[src/rtl/core/maf_pkg.sv]
// ----------------------------------------------------------------------------
// maf_pkg: moving average filter shared types and constants
// Count width and controller state encoding for the moving average filter.
// ----------------------------------------------------------------------------
package maf_pkg;

  // width of the window length register and of the sample count
  localparam int CNT_W = 7;

  // largest value the count field can carry
  localparam int CNT_MAX = (1 << CNT_W) - 1;

  // window length after reset
  localparam int WL_RESET = 64;

  // controller states
  typedef enum logic [1:0] {
    ST_IDLE,
    ST_SUM,
    ST_DIV,
    ST_OUT
  } maf_state_t;

endpackage

[src/rtl/core/moving_average_filter_unit.sv]
// ----------------------------------------------------------------------------
// moving_average_filter_unit: simple moving average of signed samples
// Keeps a ring of the last window_length samples and a running sum, and
// returns the truncated mean of the samples held so far for every sample.
// ----------------------------------------------------------------------------
// Usage
//   s_* channel: one signed sample per beat (tdata, sample in the low bits).
//   m_* channel: one result beat per sample: mean and samples_in_window.
//   cfg_* channel: writes window_length (0 is taken as 1, values above
//   MAX_WINDOW as MAX_WINDOW); a write clears the stored window, the slot
//   pointer and the running sum. Write it only while the block is idle.
// Sample flow
//   the ring read happens at the accept edge; ST_SUM then updates the
//   running sum, ST_DIV runs the bit-serial restoring divider (one
//   quotient bit per cycle) and ST_OUT loads the output register. The
//   divider sets the rate: s_tready rises again once the result has moved
//   to the output register, so a new sample is taken only after the
//   previous one has left the divider.
// Reset and stall
//   rst clears the window, count, slot pointer and sum and sets
//   window_length to 64 (or MAX_WINDOW if smaller). The ring needs no clear.
//   A new sample is taken while a result still waits in the output
//   register; a finished result waits in the divider until m_tready frees it.
// ----------------------------------------------------------------------------
module moving_average_filter_unit
  import maf_pkg::*;
#(
  parameter int MAX_WINDOW   = 64,
  parameter int SAMPLE_WIDTH = 32,
  localparam int IN_W  = ((SAMPLE_WIDTH + 7) / 8) * 8,
  localparam int OUT_W = ((SAMPLE_WIDTH + CNT_W + 7) / 8) * 8
) (
  input  logic              clk,
  input  logic              rst,
  // input samples
  input  logic              s_tvalid,
  output logic              s_tready,
  input  logic [IN_W-1:0]   s_tdata,   // sample
  // results
  output logic              m_tvalid,
  input  logic              m_tready,
  output logic [OUT_W-1:0]  m_tdata,   // mean, samples_in_window
  // window length register
  input  logic              cfg_valid,
  output logic              cfg_ready,
  input  logic [CNT_W-1:0]  cfg_data   // window_length
);

  localparam int SUM_W  = SAMPLE_WIDTH + CNT_W;
  localparam int IDX_W  = (MAX_WINDOW > 1) ? $clog2(MAX_WINDOW) : 1;
  localparam int DCNT_W = $clog2(SUM_W + 1);
  localparam int WL_CAP = (MAX_WINDOW > CNT_MAX) ? CNT_MAX : MAX_WINDOW;
  localparam int WL_RST = (WL_RESET > MAX_WINDOW) ? MAX_WINDOW : WL_RESET;
  localparam int PAD_W  = OUT_W - SAMPLE_WIDTH - CNT_W;

  // sample ring
  logic [SAMPLE_WIDTH-1:0] ring [MAX_WINDOW];
  logic [SAMPLE_WIDTH-1:0] ring_rd;

  // control state
  maf_state_t state, state_next;
  logic [CNT_W-1:0]  window_length;
  logic [CNT_W-1:0]  fill_count;
  logic [IDX_W-1:0]  write_slot;
  logic [SUM_W-1:0]  running_sum;

  // per-item datapath
  logic [SAMPLE_WIDTH-1:0] sample;
  logic                    full;
  logic [SUM_W-1:0]        dvd;
  logic [CNT_W-1:0]        rem;
  logic                    neg;
  logic [DCNT_W-1:0]       dcnt;

  // output register
  logic                    out_valid;
  logic [SAMPLE_WIDTH-1:0] out_mean;
  logic [CNT_W-1:0]        out_count;

  // handshakes
  logic in_acc, cfg_acc, out_load;

  // combinational helpers
  logic [CNT_W-1:0]  cfg_wl;
  logic [IDX_W-1:0]  slot_cur;
  logic [IDX_W-1:0]  slot_nxt;
  logic [SUM_W-1:0]  sum_next;
  logic [CNT_W:0]    rem_sh;
  logic              rem_ge;
  logic [SAMPLE_WIDTH-1:0] q_mag;

  assign cfg_ready = (state == ST_IDLE);
  assign cfg_acc   = cfg_valid && cfg_ready;
  assign in_acc    = s_tvalid && s_tready;

  // window length clamp
  always_comb begin
    if (cfg_data == '0) begin
      cfg_wl = CNT_W'(1);
    end else if (int'(cfg_data) > WL_CAP) begin
      cfg_wl = CNT_W'(WL_CAP);
    end else begin
      cfg_wl = cfg_data;
    end
  end

  // slot selection and advance
  always_comb begin
    if (int'(write_slot) >= int'(window_length)) begin
      slot_cur = '0;
    end else begin
      slot_cur = write_slot;
    end
    if (int'(slot_cur) + 1 >= int'(window_length)) begin
      slot_nxt = '0;
    end else begin
      slot_nxt = IDX_W'(int'(slot_cur) + 1);
    end
  end

  // running sum update: add new sample, drop oldest when the window is full
  always_comb begin
    sum_next = running_sum + {{CNT_W{sample[SAMPLE_WIDTH-1]}}, sample};
    if (full) begin
      sum_next = sum_next - {{CNT_W{ring_rd[SAMPLE_WIDTH-1]}}, ring_rd};
    end
  end

  // one restoring division step
  always_comb begin
    rem_sh = {rem, dvd[SUM_W-1]};
    rem_ge = (rem_sh >= {1'b0, fill_count});
    q_mag  = dvd[SAMPLE_WIDTH-1:0];
  end

  // state register
  always_ff @(posedge clk) begin
    if (rst) begin
      state <= ST_IDLE;
    end else begin
      state <= state_next;
    end
  end

  // next state and handshake outputs
  always_comb begin
    state_next = state;
    s_tready   = 1'b0;
    out_load   = 1'b0;
    unique case (state)
      ST_IDLE: begin
        s_tready = !cfg_valid;
        if (s_tvalid && !cfg_valid) begin
          state_next = ST_SUM;
        end
      end
      ST_SUM: begin
        state_next = ST_DIV;
      end
      ST_DIV: begin
        if (dcnt == DCNT_W'(1)) begin
          state_next = ST_OUT;
        end
      end
      ST_OUT: begin
        if (!out_valid || m_tready) begin
          out_load   = 1'b1;
          state_next = ST_IDLE;
        end
      end
      default: begin
        state_next = ST_IDLE;
      end
    endcase
  end

  // ring write and registered read of the slot being replaced
  always_ff @(posedge clk) begin
    if (in_acc) begin
      ring_rd          <= ring[slot_cur];
      ring[slot_cur]   <= s_tdata[SAMPLE_WIDTH-1:0];
    end
  end

  // window control state
  always_ff @(posedge clk) begin
    if (rst) begin
      window_length <= CNT_W'(WL_RST);
      fill_count    <= '0;
      write_slot    <= '0;
      running_sum   <= '0;
    end else if (cfg_acc) begin
      window_length <= cfg_wl;
      fill_count    <= '0;
      write_slot    <= '0;
      running_sum   <= '0;
    end else begin
      if (in_acc) begin
        write_slot <= slot_nxt;
        if (fill_count < window_length) begin
          fill_count <= fill_count + CNT_W'(1);
        end
      end
      if (state == ST_SUM) begin
        running_sum <= sum_next;
      end
    end
  end

  // sample capture, sum magnitude and bit-serial divider
  always_ff @(posedge clk) begin
    if (in_acc) begin
      sample <= s_tdata[SAMPLE_WIDTH-1:0];
      full   <= (fill_count >= window_length);
    end
    if (state == ST_SUM) begin
      neg  <= sum_next[SUM_W-1];
      dvd  <= sum_next[SUM_W-1] ? (~sum_next + SUM_W'(1)) : sum_next;
      rem  <= '0;
      dcnt <= DCNT_W'(SUM_W);
    end else if (state == ST_DIV) begin
      dvd  <= {dvd[SUM_W-2:0], rem_ge};
      rem  <= rem_ge ? CNT_W'(rem_sh - {1'b0, fill_count}) : rem_sh[CNT_W-1:0];
      dcnt <= dcnt - DCNT_W'(1);
    end
  end

  // output register
  always_ff @(posedge clk) begin
    if (rst) begin
      out_valid <= 1'b0;
    end else if (out_load) begin
      out_valid <= 1'b1;
    end else if (m_tready) begin
      out_valid <= 1'b0;
    end
  end

  always_ff @(posedge clk) begin
    if (out_load) begin
      out_mean  <= neg ? (~q_mag + SAMPLE_WIDTH'(1)) : q_mag;
      out_count <= fill_count;
    end
  end

  assign m_tvalid = out_valid;

  // result beat packing
  generate
    if (PAD_W > 0) begin : g_pad
      assign m_tdata = {{PAD_W{1'b0}}, out_count, out_mean};
    end else begin : g_nopad
      assign m_tdata = {out_count, out_mean};
    end
  endgenerate

endmodule
[config.mk]
export PLATFORM = sky130hd
export DESIGN_NAME = moving_average_filter_unit
export DESIGN_NICKNAME = d
export VERILOG_FILES = /design/src/rtl/core/maf_pkg.sv /design/src/rtl/core/moving_average_filter_unit.sv
export SDC_FILE = /design/constraint.sdc
export NUM_CORES = 2
export LEC_CHECK = 0
export ABC_AREA = 0
export BUFFER_PORTS_ARGS = -buffer_cell sky130_fd_sc_hd__buf_2
export CORE_MARGIN = 4
export CORE_UTILIZATION = 30
export DETAILED_ROUTE_END_ITERATION = 6
export GPL_TIMING_DRIVEN = 0
export SYNTH_ARGS = -nofsm -noshare
export SYNTH_HDL_FRONTEND = slang
export SYNTH_SLANG_ARGS = --single-unit
[constraint.sdc]
create_clock -name clk -period 6 [get_ports clk]
set_clock_uncertainty 0.1 [all_clocks]
set_input_delay 0.3 -clock clk [delete_from_list [all_inputs] [get_ports clk]]
set_output_delay 0.3 -clock clk [all_outputs]
set_load 0.01 [all_outputs]
==> impl_metrics.toml <==
[outcome]
status = "finished with violations"
violations = "DRC, capacitance limit, slew limit, setup timing"

[timing]
hold_ws_ns = 0.02339
period_needed_ns = 6.516
drv_slew = 33
slew_headroom_pct = -4.260
grt_setup_unrepaired = "true"
hold_violations = 0
post-route-period-util_pct = 108.6
worst_slack_ns = -0.5162
fmaxAchievable_ghz = 0.1535
tightest_slew_ns = 1.564
setup-violations-final = 84

[detailed_routing]
post_drt_wl_per_cell_um = 35.84
routed_wl_um = 372100
via_per_inst = 6.113
first_pass_iters = 7
drt-initial-drc-count = 13740
vias = 63480
drc_errors = 54
ant_nets = 0

[critical_path]
cp-end-kind = "register"
r2r_end = "ring_rd[31]$_DFFE_PP_"
startpoint = "window_length[0]$_SDFFE_PP0P_"
crit_type = "register to register"
r2r_setup_slack_ns = -0.52
reg2reg_depth = 14
critical_path_required_ns = 6.41
arrival_ns = 6.93
start_kind = "register"
worst-path-max-fanout = 10
rr_startpoint = "window_length[0]$_SDFFE_PP0P_"

[power_and_ir_drop]
power.leakage_nw = 34.60
ir_drop_v = 0.0002611
power.density_mw_per_mm2 = 402.4

[logic_synthesis]
synth_warnings = 0
netlist_area_mm2 = 0.08904
synthArstFlopShare_pct = 0
synthesis.nets = 5809
synth_common_cells = "edfxtp_1, a22oi_1, a21oi_1, nand3_1, clkbuf_1"
ys_ff_latch = 2267
synth_enable_flop_cells = 2192
synth-seq-area-share_pct = 75.61
synthDistinctLibCells = 92
synthFlopType = "edfxtp_1"
yosys.area.top_type = "edfxtp_1"
synth.area.top_cells = "edfxtp_1, a22oi_1, a222oi_1"
synth_cells = 5649
avgSynthCellArea_um2 = 15.76
yosysMostFrequentCell = "edfxtp_1"
yosys.area.top_type_share_pct = 73.93

[grt]
grt_first_pass_wirelength_um = 490800
grt_pass1_vias = 57840
grt_max_degree = 66
gr-usage-all-layers_pct = 23.06
antenna_found_initial = 28
overflow = 0

[floorplan]
dieArea_mm2 = 0.3056
fp.coreArea_mm2 = 0.2948
pin_count = 87
die_w_um = 552.8
rows = 199
start_util_pct = 30.20
fp.dieH_um = 552.8

[placed_design]
gp_congestion = 0.9306
hpwlAfterDp_um = 247000
place_ws_ns = -1.555
portBuffers = 84

[clock_network]
clock_path_buffers = 4
cts_num_sinks = 2267
clock_latency_ns = 0.95
clockRootBuffer = "clkbuf_16"
path_clk_slew_ns = 0.06
htree_levels = 4
numCtsBuffers = 218
cts_tree = "yes"

[hold_path]
holdCritStartpoint = "s_tdata[7]"
whs_endpoint = "ring[12][7]$_DFFE_PP_"
hold_class = "primary input to register"
hold-path-cell-count = 1

[layout]
drive_gt1_share_pct = 17.58
seqCellArea_mm2 = 0.06732
fillers = 27360
multi_input_area_mm2 = 0.02231
area_growth_pct = 22.09
postLayoutCoreUtil_pct = 36.87
final_nets = 6438

[job]
maxCapViolations = 3
layout make-up:
cell class                 instances  area share [%]
multi-input combinational       2942           20.52
clock inverter                   127           1.232
antenna                           14         0.03223
tap                             3919           4.511
clock buffer                     266           5.204
buffer                           335           1.390
inverter                          89          0.3096
sequential                      2267           61.94
timing repair buffer             425           4.862
critical path: stages (launching register included):
cell       delay [ns]
dfxtp_1          0.55
ha_1             0.29
nand2b_1         0.14
a21o_1           0.17
a21o_1           0.17
a21o_1           0.19
clkbuf_1         0.30
a211o_1          0.43
clkbuf_1         0.63
clkbuf_2         0.56
clkbuf_1         0.54
a221oi_1         0.57
a31oi_2          0.33
a2111oi_1        0.74
o21ai_0          0.40
placed cells by master (no fill, tap or decap), types with 39 or more instances in the layout:
master / netlist / routed
ha_1: 113 / 95
inv_1: 88 / 85
dfxtp_1: 75 / 75
o21ai_0: 98 / 78
buf_4: 1 / 158
a222oi_1: 254 / 254
nor3_1: 45 / 39
nor2_4: 0 / 66
buf_1: 57 / 41
clkinv_1: 1 / 50
xnor2_1: 95 / 69
nand3_1: 277 / 272
nand2_1: 169 / 157
edfxtp_1: 2192 / 2192
clkbuf_1: 269 / 239
a22oi_1: 469 / 469
nor2_1: 251 / 177
a21oi_1: 384 / 351
buf_2: 22 / 85
clkbuf_2: 1 / 57
buf_12: 0 / 120
clkbuf_16: 0 / 222
o22ai_1: 122 / 119
dlygate4sd3_1: 0 / 43
metrics by stage:
stage | setup TNS (ns) | std cells | area (µm²) | power, W
floorplan | 0 | 5649 | 89040 | 0.02400
global placement | - | 9652 | 94360 | 0.02716
detailed placement | -1548.18 | 9787 | 97750 | 0.02729
CTS | -0.6231 | 10300 | 106700 | 0.04174
global route | -8.670 | 10370 | 108700 | 0.04503
finish | -9.325 | 10380 | 108700 | 0.04374
how the worst max path moves through the flow:
stage	slack, ns	endpoint
after floorplan	0.44	dvd[28]$_DFFE_PP_
after global placement	-6.58	ring[41][19]$_DFFE_PP_
after detailed placement	-1.56	dvd[35]$_DFFE_PP_
after CTS	-0.1	ring[12][2]$_DFFE_PP_
after global routing	-0.43	ring_rd[31]$_DFFE_PP_
final	-0.52	ring_rd[31]$_DFFE_PP_
power breakdown:
group,switching (W),internal (W),leakage [nW]
sequential,0.000350,0.0180,20.3
clock,0.00611,0.00778,3.41
combinational,0.00718,0.00435,10.8
total,0.0136,0.0301,34.6
layer usage:
metal / track usage [%] / vias up / wire, µm
met3: 9.198 / 1284 / 59950
li1: - / 24510 / -
met2: 32.87 / 5920 / 153500
met5: 0.06251 / - / 355
met4: 12.87 / 12 / 26300
met1: 29.78 / 31760 / 132000
sequential cells by signal, indices dropped and copies added (netlist names):
signal and flops:
write_slot 6, window_length 7, neg 1, out_count 7
sample 32, state 2, out_mean 32, full 1
dvd 39, m_tvalid 1, rem 7, fill_count 7
ring 2048, dcnt 6, running_sum 39, ring_rd 32
repair_timing:
item | 4_1_cts | 5_1_grt
buffers inserted | 89 | 69
endpoints found under the setup margin | 1872 | 784
gates cloned | 1 | 4
gates resized for setup | 204 | 312
pin swaps | 65 | 97
endpoints found under the hold margin | 732 | 492
hold buffers | 33 | 10
logic make-up after synthesis:
family	Yosys count	share of synthesized area [%]
flops	2267	75.61
compound gates	1652	13.31
simple gates	972	5.393
buf+inv	440	1.900
xor+xnor	127	1.249
fa+ha+maj	116	1.655
mux	74	0.8698
other cells	1	0.004212
Power figures use the tool's default switching activity.
